===== config.mk =====
export PLATFORM = sky130hd
export DESIGN_NAME = soft_circle_alpha_mask
export DESIGN_NICKNAME = d
export VERILOG_FILES = /design/src/rtl/core/scmask_pkg.sv /design/src/rtl/core/soft_circle_alpha_mask.sv /design/src/rtl/core/scmask_regs.sv /design/src/rtl/core/scmask_sqrt_cell.sv /design/src/rtl/core/scmask_div_cell.sv /design/src/rtl/core/scmask_out_buf.sv
export SDC_FILE = /design/constraint.sdc
export NUM_CORES = 2
export LEC_CHECK = 0
export ABC_AREA = 1
export BUFFER_PORTS_ARGS = -buffer_cell sky130_fd_sc_hd__buf_2
export CORE_MARGIN = 4
export CORE_UTILIZATION = 65
export DETAILED_ROUTE_END_ITERATION = 16
export PLACE_DENSITY = 0.82
export SYNTH_ARGS = -nofsm -noshare
export SYNTH_HDL_FRONTEND = slang
export SYNTH_SLANG_ARGS = --single-unit

===== constraint.sdc =====
create_clock -name clock -period 49.7 [get_ports clock]
set_input_delay 9.94 -clock clock [delete_from_list [all_inputs] [get_ports clock]]
set_output_delay 9.94 -clock clock [all_outputs]
set_load 0.03 [all_outputs]

===== src/rtl/core/scmask_pkg.sv =====
`default_nettype none
// ---------------------------------------------------------------------------
// Soft circle alpha mask package
// Shared widths, transfer structs, register indexes and the structs that
// travel between the pipeline stages and the cell chains.
// ---------------------------------------------------------------------------
package scmask_pkg;

   // Field widths of the transfers and the registers.
   localparam int COL_W   = 10;
   localparam int DIAM_W  = 11;
   localparam int SOFT_W  = 9;
   localparam int ALPHA_W = 8;

   // Largest diameter the mask supports; larger register values saturate.
   localparam int MAX_DIAMETER = 1024;
   localparam int DIAM_LIMIT   = (MAX_DIAMETER < (1 << DIAM_W) - 1) ?
                                 MAX_DIAMETER : (1 << DIAM_W) - 1;

   // Softness of one in Q1.8, and the one-pixel bias in half-pixel Q8 units.
   localparam int SOFT_ONE  = 256;
   localparam int SOFT_BIAS = 512;

   // Reset values of the registers.
   localparam logic [DIAM_W-1:0] DIAM_RESET = DIAM_W'(64);
   localparam logic [SOFT_W-1:0] SOFT_RESET = SOFT_W'(128);

   // Datapath widths.
   localparam int SQ_W       = 2 * DIAM_W;          // one squared offset
   localparam int SUM_W      = SQ_W + 1;            // sum of two squares
   localparam int FRAC_SHIFT = 16;                  // 8 fraction bits of the root
   localparam int ROOT_W     = 20;                  // distance, Q8 half pixels
   localparam int RAD_W      = 2 * ROOT_W;          // radicand
   localparam int REM_W      = ROOT_W + 2;          // square root remainder
   localparam int START_W    = SOFT_W + DIAM_W;     // soft start
   localparam int LEN_W      = START_W + 1;         // signed soft length
   localparam int DIVISOR_W  = START_W;             // positive soft length
   localparam int NUM_W      = DIVISOR_W + ALPHA_W; // 255 times the distance left

   localparam logic [ALPHA_W-1:0] ALPHA_OPAQUE = '1;
   localparam logic [ALPHA_W-1:0] ALPHA_CLEAR  = '0;

   // Configuration port.
   localparam int CSR_DATA_W = 32;
   localparam int CSR_ADDR_W = 3;
   localparam int REG_IDX_W  = 1;
   localparam logic [REG_IDX_W-1:0] REG_DIAMETER = 1'b0;
   localparam logic [REG_IDX_W-1:0] REG_SOFTNESS = 1'b1;

   // Transfer payloads.
   typedef struct packed {
      logic [COL_W-1:0] pixel_column;
      logic [COL_W-1:0] pixel_row;
   } req_type;

   typedef struct packed {
      logic [ALPHA_W-1:0] alpha_value;
      logic               outside_mask;
   } rsp_type;

   // Values derived from the registers.
   typedef struct packed {
      logic [DIAM_W-1:0]       diameter;
      logic [START_W-1:0]      start;
      logic signed [LEN_W-1:0] len;
   } cfg_type;

   // Data that walks through the square root cells.
   typedef struct packed {
      logic              outside;
      logic [RAD_W-1:0]  rad;
      logic [REM_W-1:0]  rem;
      logic [ROOT_W-1:0] root;
   } sq_stage_type;

   // Result known before the division, carried alongside it.
   typedef struct packed {
      logic               outside;
      logic               fixed;
      logic [ALPHA_W-1:0] fixed_alpha;
   } div_side_type;

   // Data that walks through the division cells.
   typedef struct packed {
      div_side_type         side;
      logic [DIVISOR_W-1:0] part;
      logic [ALPHA_W-1:0]   shift;
   } div_stage_type;

endpackage
`default_nettype wire


===== src/rtl/core/soft_circle_alpha_mask.sv =====
`default_nettype none
// ---------------------------------------------------------------------------
// Soft circle alpha mask
// Alpha value of one pixel of a square soft-brush mask per transfer.
//
//   Channel  Ports                         Direction  Carries
//   req      req_valid/req_ready/req_data  in         pixel column and row
//   rsp      rsp_valid/rsp_ready/rsp_data  out        alpha value, outside flag
//   csr      psel/penable/pwrite/paddr...  in/out     diameter, softness
//
// One pixel is taken per cycle while req_ready is high. The depth of the
// pipeline is set mainly by the 20 square root cells and the 8 division
// cells. Reset clears all valid bits and loads diameter 64 and softness
// 128. A stalled output fills the skid entry, after which req_ready drops
// and the whole pipeline holds until the output is taken.
// ---------------------------------------------------------------------------
module soft_circle_alpha_mask (
   input  wire logic                                clock,
   input  wire logic                                reset,
   input  wire logic                                req_valid,
   output logic                                     req_ready,
   input  wire scmask_pkg::req_type                 req_data,
   output logic                                     rsp_valid,
   input  wire logic                                rsp_ready,
   output scmask_pkg::rsp_type                      rsp_data,
   input  wire logic                                psel,
   input  wire logic                                penable,
   input  wire logic                                pwrite,
   input  wire logic [scmask_pkg::CSR_ADDR_W-1:0]   paddr,
   input  wire logic [scmask_pkg::CSR_DATA_W-1:0]   pwdata,
   output logic      [scmask_pkg::CSR_DATA_W-1:0]   prdata,
   output logic                                     pready
);
   import scmask_pkg::*;

   cfg_type cfg;
   logic    en;

   // Input stage.
   logic    a_valid_ff;
   req_type a_req_ff;

   // Offsets from the center.
   logic              b_valid_ff;
   logic              b_outside_ff, b_outside_in;
   logic [DIAM_W-1:0] b_dx_ff, b_dx_in;
   logic [DIAM_W-1:0] b_dy_ff, b_dy_in;
   logic [DIAM_W-1:0] col2;
   logic [DIAM_W-1:0] row2;

   // Squares.
   logic            c_valid_ff;
   logic            c_outside_ff;
   logic [SQ_W-1:0] c_dxsq_ff, c_dxsq_in;
   logic [SQ_W-1:0] c_dysq_ff, c_dysq_in;

   // Radicand, head of the square root chain.
   logic             d_valid_ff;
   sq_stage_type     d_stage_ff, d_stage_in;
   logic [SUM_W-1:0] sum;

   logic         sq_valid [ROOT_W+1];
   sq_stage_type sq_stage [ROOT_W+1];

   // Distance against the soft start.
   logic               e_valid_ff;
   logic               e_outside_ff;
   logic               e_inner_ff, e_inner_in;
   logic [ROOT_W-1:0]  e_excess_ff, e_excess_in;
   logic [ROOT_W-1:0]  dist_q8;

   // Case selection and distance left in the soft band.
   logic                 f_valid_ff;
   div_side_type         f_side_ff, f_side_in;
   logic [DIVISOR_W-1:0] f_diff_ff, f_diff_in;

   // Dividend, head of the division chain.
   logic             g_valid_ff;
   div_stage_type    g_stage_ff, g_stage_in;
   logic [NUM_W-1:0] numer;

   logic          dv_valid [ALPHA_W+1];
   div_stage_type dv_stage [ALPHA_W+1];

   rsp_type result;

   assign req_ready = en;

   // Configuration registers.
   scmask_regs u_regs (
      .clock   (clock),
      .reset   (reset),
      .psel    (psel),
      .penable (penable),
      .pwrite  (pwrite),
      .paddr   (paddr),
      .pwdata  (pwdata),
      .prdata  (prdata),
      .pready  (pready),
      .cfg     (cfg)
   );

   // Offsets in half pixels and the outside test.
   always_comb begin
      col2         = {a_req_ff.pixel_column, 1'b0};
      row2         = {a_req_ff.pixel_row, 1'b0};
      b_outside_in = ({1'b0, a_req_ff.pixel_column} >= cfg.diameter) ||
                     ({1'b0, a_req_ff.pixel_row} >= cfg.diameter);
      b_dx_in      = (col2 >= cfg.diameter) ? col2 - cfg.diameter : cfg.diameter - col2;
      b_dy_in      = (row2 >= cfg.diameter) ? row2 - cfg.diameter : cfg.diameter - row2;
   end

   // Squared offsets.
   always_comb begin
      c_dxsq_in = SQ_W'(b_dx_ff) * SQ_W'(b_dx_ff);
      c_dysq_in = SQ_W'(b_dy_ff) * SQ_W'(b_dy_ff);
   end

   // Sum of squares scaled for eight fraction bits of the root.
   always_comb begin
      sum                = SUM_W'(c_dxsq_ff) + SUM_W'(c_dysq_ff);
      d_stage_in.outside = c_outside_ff;
      d_stage_in.rad     = RAD_W'({sum, {FRAC_SHIFT{1'b0}}});
      d_stage_in.rem     = '0;
      d_stage_in.root    = '0;
   end

   // Square root chain, one root bit per cell.
   assign sq_valid[0] = d_valid_ff;
   assign sq_stage[0] = d_stage_ff;

   for (genvar i = 0; i < ROOT_W; i++) begin : g_sqrt
      scmask_sqrt_cell u_cell (
         .clock     (clock),
         .reset     (reset),
         .en        (en),
         .valid_in  (sq_valid[i]),
         .stage_in  (sq_stage[i]),
         .valid_out (sq_valid[i+1]),
         .stage_out (sq_stage[i+1])
      );
   end

   // Distance beyond the fully opaque disc.
   always_comb begin
      dist_q8     = sq_stage[ROOT_W].root;
      e_inner_in  = (dist_q8 <= cfg.start);
      e_excess_in = dist_q8 - cfg.start;
   end

   // Results that need no division are settled here.
   always_comb begin
      f_side_in.outside     = e_outside_ff;
      f_side_in.fixed       = 1'b1;
      f_side_in.fixed_alpha = ALPHA_CLEAR;
      f_diff_in             = '0;
      if (e_outside_ff) begin
         f_side_in.fixed_alpha = ALPHA_CLEAR;
      end else if (e_inner_ff) begin
         f_side_in.fixed_alpha = ALPHA_OPAQUE;
      end else if (cfg.len == '0) begin
         f_side_in.fixed_alpha = ALPHA_CLEAR;
      end else if (cfg.len[LEN_W-1]) begin
         f_side_in.fixed_alpha = ALPHA_OPAQUE;
      end else if (e_excess_ff >= cfg.len[DIVISOR_W-1:0]) begin
         f_side_in.fixed_alpha = ALPHA_CLEAR;
      end else begin
         f_side_in.fixed = 1'b0;
         f_diff_in       = cfg.len[DIVISOR_W-1:0] - e_excess_ff;
      end
   end

   // Dividend 255 times the distance left, split into remainder and bits.
   always_comb begin
      numer            = NUM_W'({f_diff_ff, {ALPHA_W{1'b0}}}) - NUM_W'(f_diff_ff);
      g_stage_in.side  = f_side_ff;
      g_stage_in.part  = numer[NUM_W-1 -: DIVISOR_W];
      g_stage_in.shift = numer[ALPHA_W-1:0];
   end

   // Division chain, one quotient bit per cell.
   assign dv_valid[0] = g_valid_ff;
   assign dv_stage[0] = g_stage_ff;

   for (genvar k = 0; k < ALPHA_W; k++) begin : g_div
      scmask_div_cell u_cell (
         .clock     (clock),
         .reset     (reset),
         .en        (en),
         .divisor   (cfg.len[DIVISOR_W-1:0]),
         .valid_in  (dv_valid[k]),
         .stage_in  (dv_stage[k]),
         .valid_out (dv_valid[k+1]),
         .stage_out (dv_stage[k+1])
      );
   end

   // Pick the settled value or the quotient.
   always_comb begin
      result.outside_mask = dv_stage[ALPHA_W].side.outside;
      result.alpha_value  = dv_stage[ALPHA_W].side.fixed ?
                            dv_stage[ALPHA_W].side.fixed_alpha : dv_stage[ALPHA_W].shift;
   end

   // Valid bits of the front and middle stages.
   always_ff @(posedge clock) begin
      if (reset) begin
         a_valid_ff <= 1'b0;
         b_valid_ff <= 1'b0;
         c_valid_ff <= 1'b0;
         d_valid_ff <= 1'b0;
         e_valid_ff <= 1'b0;
         f_valid_ff <= 1'b0;
         g_valid_ff <= 1'b0;
      end else if (en) begin
         a_valid_ff <= req_valid;
         b_valid_ff <= a_valid_ff;
         c_valid_ff <= b_valid_ff;
         d_valid_ff <= c_valid_ff;
         e_valid_ff <= sq_valid[ROOT_W];
         f_valid_ff <= e_valid_ff;
         g_valid_ff <= f_valid_ff;
      end
   end

   // Payload of the front and middle stages.
   always_ff @(posedge clock) begin
      if (en) begin
         a_req_ff     <= req_data;
         b_outside_ff <= b_outside_in;
         b_dx_ff      <= b_dx_in;
         b_dy_ff      <= b_dy_in;
         c_outside_ff <= b_outside_ff;
         c_dxsq_ff    <= c_dxsq_in;
         c_dysq_ff    <= c_dysq_in;
         d_stage_ff   <= d_stage_in;
         e_outside_ff <= sq_stage[ROOT_W].outside;
         e_inner_ff   <= e_inner_in;
         e_excess_ff  <= e_excess_in;
         f_side_ff    <= f_side_in;
         f_diff_ff    <= f_diff_in;
         g_stage_ff   <= g_stage_in;
      end
   end

   // Output register and skid entry.
   scmask_out_buf u_out (
      .clock     (clock),
      .reset     (reset),
      .in_valid  (dv_valid[ALPHA_W]),
      .in_data   (result),
      .advance   (en),
      .rsp_valid (rsp_valid),
      .rsp_ready (rsp_ready),
      .rsp_data  (rsp_data)
   );

endmodule
`default_nettype wire


===== src/rtl/core/scmask_regs.sv =====
`default_nettype none
// ---------------------------------------------------------------------------
// Soft circle alpha mask registers
// Configuration registers behind the APB port, plus a register stage that
// holds the saturated diameter, the soft start and the soft length.
// ---------------------------------------------------------------------------
module scmask_regs (
   input  wire logic                                clock,
   input  wire logic                                reset,
   input  wire logic                                psel,
   input  wire logic                                penable,
   input  wire logic                                pwrite,
   input  wire logic [scmask_pkg::CSR_ADDR_W-1:0]   paddr,
   input  wire logic [scmask_pkg::CSR_DATA_W-1:0]   pwdata,
   output logic      [scmask_pkg::CSR_DATA_W-1:0]   prdata,
   output logic                                     pready,
   output scmask_pkg::cfg_type                      cfg
);
   import scmask_pkg::*;

   logic [DIAM_W-1:0]    diameter_ff, diameter_in;
   logic [SOFT_W-1:0]    softness_ff, softness_in;
   cfg_type              cfg_ff, cfg_in;
   logic [REG_IDX_W-1:0] reg_idx;
   logic                 wr_en;
   logic [DIAM_W-1:0]    diam_sat;
   logic [SOFT_W-1:0]    soft_sat;
   logic [SOFT_W-1:0]    soft_comp;
   logic [START_W-1:0]   start_prod;
   logic [START_W-1:0]   soft_prod;

   assign pready  = 1'b1;
   assign wr_en   = psel && penable && pwrite;
   assign reg_idx = paddr[CSR_ADDR_W-1:2];

   // Register write decode.
   always_comb begin
      diameter_in = diameter_ff;
      softness_in = softness_ff;
      if (wr_en) begin
         unique case (reg_idx)
            REG_DIAMETER: diameter_in = pwdata[DIAM_W-1:0];
            REG_SOFTNESS: softness_in = pwdata[SOFT_W-1:0];
            default: ;
         endcase
      end
   end

   always_ff @(posedge clock) begin
      if (reset) begin
         diameter_ff <= DIAM_RESET;
         softness_ff <= SOFT_RESET;
      end else begin
         diameter_ff <= diameter_in;
         softness_ff <= softness_in;
      end
   end

   // Read back.
   always_comb begin
      unique case (reg_idx)
         REG_DIAMETER: prdata = CSR_DATA_W'(diameter_ff);
         REG_SOFTNESS: prdata = CSR_DATA_W'(softness_ff);
         default:      prdata = '0;
      endcase
   end

   // Saturate the registers and form the soft start and the soft length.
   always_comb begin
      diam_sat   = (diameter_ff > DIAM_W'(DIAM_LIMIT)) ? DIAM_W'(DIAM_LIMIT) : diameter_ff;
      soft_sat   = (softness_ff > SOFT_W'(SOFT_ONE)) ? SOFT_W'(SOFT_ONE) : softness_ff;
      soft_comp  = SOFT_W'(SOFT_ONE) - soft_sat;
      start_prod = START_W'(soft_comp) * START_W'(diam_sat);
      soft_prod  = START_W'(soft_sat) * START_W'(diam_sat);
      cfg_in.diameter = diam_sat;
      cfg_in.start    = start_prod;
      cfg_in.len      = $signed({1'b0, soft_prod}) - LEN_W'(SOFT_BIAS);
   end

   always_ff @(posedge clock) begin
      cfg_ff <= cfg_in;
   end

   assign cfg = cfg_ff;

endmodule
`default_nettype wire


===== src/rtl/core/scmask_sqrt_cell.sv =====
`default_nettype none
// ---------------------------------------------------------------------------
// Soft circle alpha mask square root cell
// One digit step of a restoring integer square root: takes the next two
// radicand bits, decides one root bit and hands the result to the next cell.
// ---------------------------------------------------------------------------
module scmask_sqrt_cell (
   input  wire logic                      clock,
   input  wire logic                      reset,
   input  wire logic                      en,
   input  wire logic                      valid_in,
   input  wire scmask_pkg::sq_stage_type  stage_in,
   output logic                           valid_out,
   output scmask_pkg::sq_stage_type       stage_out
);
   import scmask_pkg::*;

   logic         valid_ff;
   sq_stage_type stage_ff, stage_in_nx;
   logic [REM_W-1:0] pre;
   logic [REM_W-1:0] trial;
   logic             take;

   // Bring down two radicand bits and try the next root bit.
   always_comb begin
      pre   = {stage_in.rem[REM_W-3:0], stage_in.rad[RAD_W-1 -: 2]};
      trial = {stage_in.root, 2'b01};
      take  = (pre >= trial);
      stage_in_nx.outside = stage_in.outside;
      stage_in_nx.rad     = {stage_in.rad[RAD_W-3:0], 2'b00};
      stage_in_nx.rem     = take ? (pre - trial) : pre;
      stage_in_nx.root    = {stage_in.root[ROOT_W-2:0], take};
   end

   always_ff @(posedge clock) begin
      if (reset) begin
         valid_ff <= 1'b0;
      end else if (en) begin
         valid_ff <= valid_in;
      end
   end

   always_ff @(posedge clock) begin
      if (en) begin
         stage_ff <= stage_in_nx;
      end
   end

   assign valid_out = valid_ff;
   assign stage_out = stage_ff;

endmodule
`default_nettype wire


===== src/rtl/core/scmask_div_cell.sv =====
`default_nettype none
// ---------------------------------------------------------------------------
// Soft circle alpha mask division cell
// One step of a restoring division by the soft length: shifts in the next
// dividend bit, decides one quotient bit and hands the result on.
// ---------------------------------------------------------------------------
module scmask_div_cell (
   input  wire logic                                 clock,
   input  wire logic                                 reset,
   input  wire logic                                 en,
   input  wire logic [scmask_pkg::DIVISOR_W-1:0]     divisor,
   input  wire logic                                 valid_in,
   input  wire scmask_pkg::div_stage_type            stage_in,
   output logic                                      valid_out,
   output scmask_pkg::div_stage_type                 stage_out
);
   import scmask_pkg::*;

   logic          valid_ff;
   div_stage_type stage_ff, stage_in_nx;
   logic [DIVISOR_W:0] pre;
   logic               take;

   // The partial remainder stays below the divisor after every step.
   always_comb begin
      pre  = {stage_in.part, stage_in.shift[ALPHA_W-1]};
      take = (pre >= {1'b0, divisor});
      stage_in_nx.side  = stage_in.side;
      stage_in_nx.part  = take ? DIVISOR_W'(pre - {1'b0, divisor}) : pre[DIVISOR_W-1:0];
      stage_in_nx.shift = {stage_in.shift[ALPHA_W-2:0], take};
   end

   always_ff @(posedge clock) begin
      if (reset) begin
         valid_ff <= 1'b0;
      end else if (en) begin
         valid_ff <= valid_in;
      end
   end

   always_ff @(posedge clock) begin
      if (en) begin
         stage_ff <= stage_in_nx;
      end
   end

   assign valid_out = valid_ff;
   assign stage_out = stage_ff;

endmodule
`default_nettype wire


===== src/rtl/core/scmask_out_buf.sv =====
`default_nettype none
// ---------------------------------------------------------------------------
// Soft circle alpha mask output buffer
// Output register with a skid entry behind it. The pipeline keeps moving
// while the skid entry is empty, so a stalled result never blocks new input
// until two results are waiting.
// ---------------------------------------------------------------------------
module scmask_out_buf (
   input  wire logic                 clock,
   input  wire logic                 reset,
   input  wire logic                 in_valid,
   input  wire scmask_pkg::rsp_type  in_data,
   output logic                      advance,
   output logic                      rsp_valid,
   input  wire logic                 rsp_ready,
   output scmask_pkg::rsp_type       rsp_data
);
   import scmask_pkg::*;

   logic    out_valid_ff, out_valid_in;
   rsp_type out_data_ff, out_data_in;
   logic    skid_valid_ff, skid_valid_in;
   rsp_type skid_data_ff, skid_data_in;
   logic    pop;

   assign pop     = out_valid_ff && rsp_ready;
   assign advance = !skid_valid_ff;

   // Refill the output register from the skid entry first, else from the
   // pipeline; park a new result in the skid entry while the output stalls.
   always_comb begin
      out_valid_in  = out_valid_ff;
      out_data_in   = out_data_ff;
      skid_valid_in = skid_valid_ff;
      skid_data_in  = skid_data_ff;
      if (skid_valid_ff) begin
         if (pop) begin
            out_data_in   = skid_data_ff;
            skid_valid_in = 1'b0;
         end
      end else if (out_valid_ff && !pop) begin
         if (in_valid) begin
            skid_valid_in = 1'b1;
            skid_data_in  = in_data;
         end
      end else begin
         out_valid_in = in_valid;
         out_data_in  = in_data;
      end
   end

   always_ff @(posedge clock) begin
      if (reset) begin
         out_valid_ff  <= 1'b0;
         skid_valid_ff <= 1'b0;
      end else begin
         out_valid_ff  <= out_valid_in;
         skid_valid_ff <= skid_valid_in;
      end
   end

   always_ff @(posedge clock) begin
      out_data_ff  <= out_data_in;
      skid_data_ff <= skid_data_in;
   end

   assign rsp_valid = out_valid_ff;
   assign rsp_data  = out_data_ff;

endmodule
`default_nettype wire


After elaboration in Yosys (flattened, before gate mapping)
Index checks and enable logic that the tools add are counted.
Storage, ports and cells
  output and inout port bits: 44
  word-level logic and storage cells: 324
  register bits after elaboration: 1337
  input port bits: 62
Cells by class
  magnitude comparators: 36
  equal/unequal tests: 2
  mux-type cells: 43
  add/subtract/negate cells: 36
  $mul: 4
  reduce and logical (&&, ||, !) cells: 15
  bitwise operators: 3
Operator list (number)
  20-bit two-way mux: 25
  20-bit subtractor: 10
  21-bit by 20-bit >= comparator with 1-bit output: 8
  32-bit one-hot mux with 2 select lines: 1
  11-bit by 11-bit multiplier with 22-bit output: 2
  11-bit subtractor: 4
  9-bit by 11-bit multiplier with 20-bit output: 2
  9-bit two-way mux: 4
  11-bit two-way mux: 3
  8-bit two-way mux: 4
  28-bit by 20-bit subtractor with 28-bit output: 1
  22-bit by 22-bit adder with 23-bit output: 1
  10-bit by 11-bit >= comparator with 1-bit output: 2
  11-bit >= comparator: 2
  22-bit by 10-bit >= comparator with 1-bit output: 1
  22-bit by 11-bit >= comparator with 1-bit output: 1
  22-bit by 12-bit >= comparator with 1-bit output: 1
  22-bit by 13-bit >= comparator with 1-bit output: 1
  22-bit by 14-bit >= comparator with 1-bit output: 1
  22-bit by 15-bit >= comparator with 1-bit output: 1
  22-bit by 16-bit >= comparator with 1-bit output: 1
  22-bit by 17-bit >= comparator with 1-bit output: 1
  22-bit by 18-bit >= comparator with 1-bit output: 1
  22-bit by 19-bit >= comparator with 1-bit output: 1
  other kinds (46): 60

Longest topological paths before layout
  word-level depth: 5
  mapped depth: 28
  mapped depth without buffers: 28

By module
From an unflattened synthesis, not the netlist that was laid out.
Second synthesis, totals
  cell total of the unflattened synthesis: 16742
  area total of the unflattened synthesis: 142052.5 um2
By module, submodules not included
  scmask_sqrt_cell at g_sqrt[0].u_cell ...: seq. area each 2452.4 um2, times used 14, area each 4438.0 um2, cells an instance 493
  scmask_sqrt_cell at g_sqrt[4].u_cell ...: seq. area each 2452.4 um2, times used 6, area each 4461.8 um2, cells an instance 493
  soft_circle_alpha_mask: seq. area each 5635.4 um2, times used 1, area each 20604.8 um2, cells an instance 2610
  scmask_div_cell at g_div[0].u_cell ...: seq. area each 1161.1 um2, times used 6, area each 2810.2 um2, cells an instance 375
  scmask_regs: seq. area each 1421.4 um2, times used 1, area each 9178.8 um2, cells an instance 1212
  scmask_div_cell at g_div[5].u_cell ...: seq. area each 1161.1 um2, times used 2, area each 2864.0 um2, cells an instance 374
  scmask_out_buf: seq. area each 580.6 um2, times used 1, area each 777.0 um2, cells an instance 62

Least setup slack after synthesis
Ideal clock, no wire load.
  kind: reg2out
  start: register u_out.skid_valid_ff
  end: output port req_ready
  cell stages (with the launch flop): 4
  slack: 9.122 ns
  data arrival time: 30.638 ns
  data required time: 39.760 ns
  path buffers: 2
  cell sequence: dfxtp_1 > clkbuf_1 > inv_2 > buf_1
Between the ends
  longest elaborated chain between the ends: 1
Ends and longest elaborated chain
  start, declared: RTL line scmask_out_buf.sv:22  | logic skid_valid_ff, skid_valid_in;
  start signal, assigned: RTL line scmask_out_buf.sv:58  | skid_valid_ff <= skid_valid_in;
  1-bit logical NOT: RTL line scmask_out_buf.sv:27  | assign advance = !skid_valid_ff;
  end, declared: RTL line soft_circle_alpha_mask.sv:21  | output logic req_ready,
No other way between the ends.

Worst setup path in the final report
  start: input port paddr[2] (netlist bit)
  end: output port prdata[1] (netlist bit)
Between the ends
  longest elaborated chain between the ends: 2
Ends and longest elaborated chain
  start, declared: RTL line soft_circle_alpha_mask.sv:29  | input wire logic [scmask_pkg::CSR_ADDR_W-1:0] paddr,
  1-bit inverter: RTL line scmask_regs.sv:61  | unique case (reg_idx)
  32-bit one-hot mux with 2 select lines *: RTL line scmask_regs.sv:61
  end, declared: RTL line soft_circle_alpha_mask.sv:31  | output logic [scmask_pkg::CSR_DATA_W-1:0] prdata,
Every way passes the cells marked *; elsewhere a longest branch is shown, timed or not. The select of a mux whose other input is x is not followed.

==> reports/results.ini <==
[pwr]
p_int_mw=3.41
total_power_mw=6.26
power_density_nw_per_um2=66.6
static-leakage-power_nw=47.3
switching_power_mw=2.85
seq_power_share_pct=30.5
combinational_share_of_power_pct=53.3
peakVddDrop_mv=0.0891
clk_network_pwr_share_pct=16.1
swShare_pct=45.5

[worst_setup_path]
critPathBufInv=3
worstSetupEndpointType=output port
critical_path.cell_chain=buf_2, inv_1, o21ai_0, buf_2
reg2reg_slack_ps=43560
slowest_delay_ps=250
critical_path_class=input pin to output port
worst-endpoint-required_ps=39760
crit_family=buffers and inverters
worst_path_most_repeated_cell=buf_2
critPathSlowestCell=buf_2
critical_path.startpoint_type=input pin
crit_fanout=17
worstPathArrival_ps=10750

[timing]
rsz0062_at_grt=no
max_freq_mhz=48.3
slew_headroom_pct=18.7
tightestPinTransition_ps=1220
fin_worst_hold_slack_ps=413
max_slew_violation_total_from_the_final_report=0
finalCriticalPeriod_ps=20690
finalHoldViolCount=0
setup_viol=0
min_period_over_period_pct=41.6
worst_clock_skew_ps=22.4
tns_ps=0

[run]
timing.max_cap.violations=0

[grt]
grt_antenna_before_repair=5
first_pass_grt_wire_length_microns=351000
number_of_global_route_vias_before_repair=69000
globalRouteOverflowTotal=0
grt_max_degree=187
grt_util_all_layers_pct=30.9

[synth]
synth-edff-count=1123
synth_area_sq_um=87700
synth_sequential_area_ratio_pct=40.9
synth_area_per_inst_sq_um=8.27
yosysUniqueCellTypes=62
postSynthRegisterBits=1231
ys.warnings.count=0
ys_async_sr_fraction_pct=0
post_synth_inst_count=10600
ys.flop_type=edfxtp_1

[die]
die_area_sq_um=141000
design.core.area_sq_um=134000
chipWidth_microns=375
die_height_microns=375
io_pins=106
core.rowCount=134
initial_core_util_pct=65.6

[place]
port-buffer-count=60
globalplace.congestion=0.990
placed_cell_area_sq_um=89500
dp_hpwl_microns=165000

[clock_tree]
number_of_buffers_inserted_during_clock_tree_synthesis=132
cts_tree=yes
holdBufCountCts=0
htreeDepth=4
ctsRootBufferMaster=clkbuf_16
clock_path_buffers=3
clkSlewWorstSetupHoldPaths_ps=60
post-cts-setup-buffer-count=0
clock_latency_ps=780
numClockSinks=1231
cts_repair_resize_count=0

[route]
vias=70900
detail_route.vias_per_cell=5.64
drtPass1Iterations=6
drtAntennaViolNets=0
post_drt_wl_per_cell_microns=17.4
drcViolationCount=0
postRouteWirelength_microns=219000
first_iteration_detailed_routing_drc_count=6048

[finish]
area_growth_pct=7.07
num-nets-final=11700
post-route-cell-area_sq_um=93900
n_fill_cell=10500
antenna_cells=0
multi_input_area_sq_um=44500
register_area_sq_um=35900
post_route_cells_drive_above_1_share_pct=3.84

[status]
status=complete, no violations

[min_path]
holdCritPathClass=register to register

## final timing paths
path                                              end                                     start  depth (start not counted)
max                                         prdata[1]                                  paddr[2]                          4
min          g_sqrt[3].u_cell.stage_out[72]$_DFFE_PN_  g_sqrt[2].u_cell.stage_out[70]$_DFFE_PN_                          0
max reg2reg                    u_regs.cfg[15]$_DFF_P_        u_regs.diameter_ff[0]$_SDFFE_PP0P_                         22
min reg2reg  g_sqrt[3].u_cell.stage_out[72]$_DFFE_PN_  g_sqrt[2].u_cell.stage_out[70]$_DFFE_PN_                          0
## layout make-up
cell class | count | share of cell area, %
Multi-Input combinational cell | 7548 | 47.4
Sequential cell | 1231 | 38.2
Inverter | 1696 | 6.80
Clock buffer | 165 | 3.83
Tap cell | 1768 | 2.36
Clock inverter | 74 | 0.903
Timing Repair Buffer | 80 | 0.493
## state kept, by name, summed over array words and instances, names as in the netlist, 3 cells and up, named ones only
name	count
g_sqrt.u_cell.stage_out	693
g_div.u_cell.stage_out	228
u_regs.cfg	51
dv_stage	31
d_stage_ff	23
c_dxsq_ff	21
a_req_ff	20
c_dysq_ff	20
e_excess_ff	20
f_diff_ff	20
g_sqrt.u_cell.valid_out	20
b_dx_ff	11
u_regs.diameter_ff	11
b_dy_ff	10
u_out.rsp_data	9
u_out.skid_data_ff	9
u_regs.softness_ff	9
g_div.u_cell.valid_out	8
f_side_ff	3
## cells in the final DEF (no fill, tap or decap), types with 12 or more instances in the layout
cell type and instances:
clkinv_2 20, o21ai_1 41, clkbuf_1 23, dfxtp_1 108
nor3_1 116, buf_2 60, xnor2_1 116, nand2_2 19
xor2_1 247, nand3b_1 103, o21a_1 16, a21o_1 26
nand4_1 133, clkbuf_16 138, nand2_1 3161, o21bai_1 44
fa_1 274, o21ai_0 323, a21oi_1 512, nor2_1 973
inv_1 1662, bufinv_16 14, clkinv_1 19, edfxtp_1 1123
o21ai_2 12, nand3_1 556, buf_4 19, inv_2 20
or2_2 17, conb_1 26, ha_1 709
## synth_stat cells (all sizes together) (3+ instances only)
master	n	share of area, %
o21a	16	0.14
o211ai	7	0.060
inv	1689	7.2
a31oi	11	0.078
a21o	26	0.22
ha	709	10
o21ai	377	2.2
and3	5	0.036
nand3b	103	0.88
nand2	3187	14
edfxtp	1123	38
buf	105	0.92
xnor2	116	1.2
a21boi	7	0.060
nand4	134	0.96
o2111ai	3	0.030
xor2	248	2.5
clkinv	7	0.031
o21bai	45	0.39
or2	18	0.13
and2	8	0.057
nand3	570	3.4
nor4	10	0.071
a21oi	524	3.1
dfxtp	108	2.5
nor3b	4	0.034
clkbuf	56	0.25
nor3	122	0.72
nor2	983	4.2
fa	274	6.3
nor2b	7	0.050
## routing by layer
| layer | global-route usage (%) | part of all wire [%] | up-vias |
|---|---|---|---|
| met4 | 13.4 | 4.5 | 2 |
| met1 | 40.7 | 41 | 33100 |
| met3 | 3.93 | 7.0 | 599 |
| met5 | 0 | 0.0059 | - |
| li1 | - | - | 34500 |
| met2 | 51.9 | 47 | 2678 |
## metrics by stage
step | cells | setup slack (ps) | utilization [%]
after floorplan | 10600 | 9120 | -
after global placement | 12300 | 29020 | 66.9
after detailed placement | 12300 | 29040 | 66.9
after CTS | 12600 | 29030 | 70.2
after global routing | 12600 | 28920 | 70.2
final | 12600 | 29010 | 70.2
## kinds of logic (layout without fill, tap and decap cells)
kind of cell	Yosys count	after routing	share of synthesized area (%)
AO/OA/AOI/OAI	1021	1021	6.29
XOR/XNOR	364	364	3.66
adder cells (fa/ha/maj)	983	983	16.4
buffers and inverters	1857	2015	8.44
flip-flops	1231	1231	40.9
multiplexers	2	2	0.0257
other	2	26	0.00856
AND/OR/NAND/NOR	5152	5152	24.3
## power groups by stage
stage,Combinational (mW),Sequential [mW],Clock (mW)
floorplan,2.53,1.80,0
global placement,3.18,1.91,0
CTS,3.30,1.91,1.03
finish,3.34,1.91,1.01
global route,3.78,1.94,1.07
detailed placement,3.26,1.92,0
No activity file was read; power rests on OpenSTA's default activity.
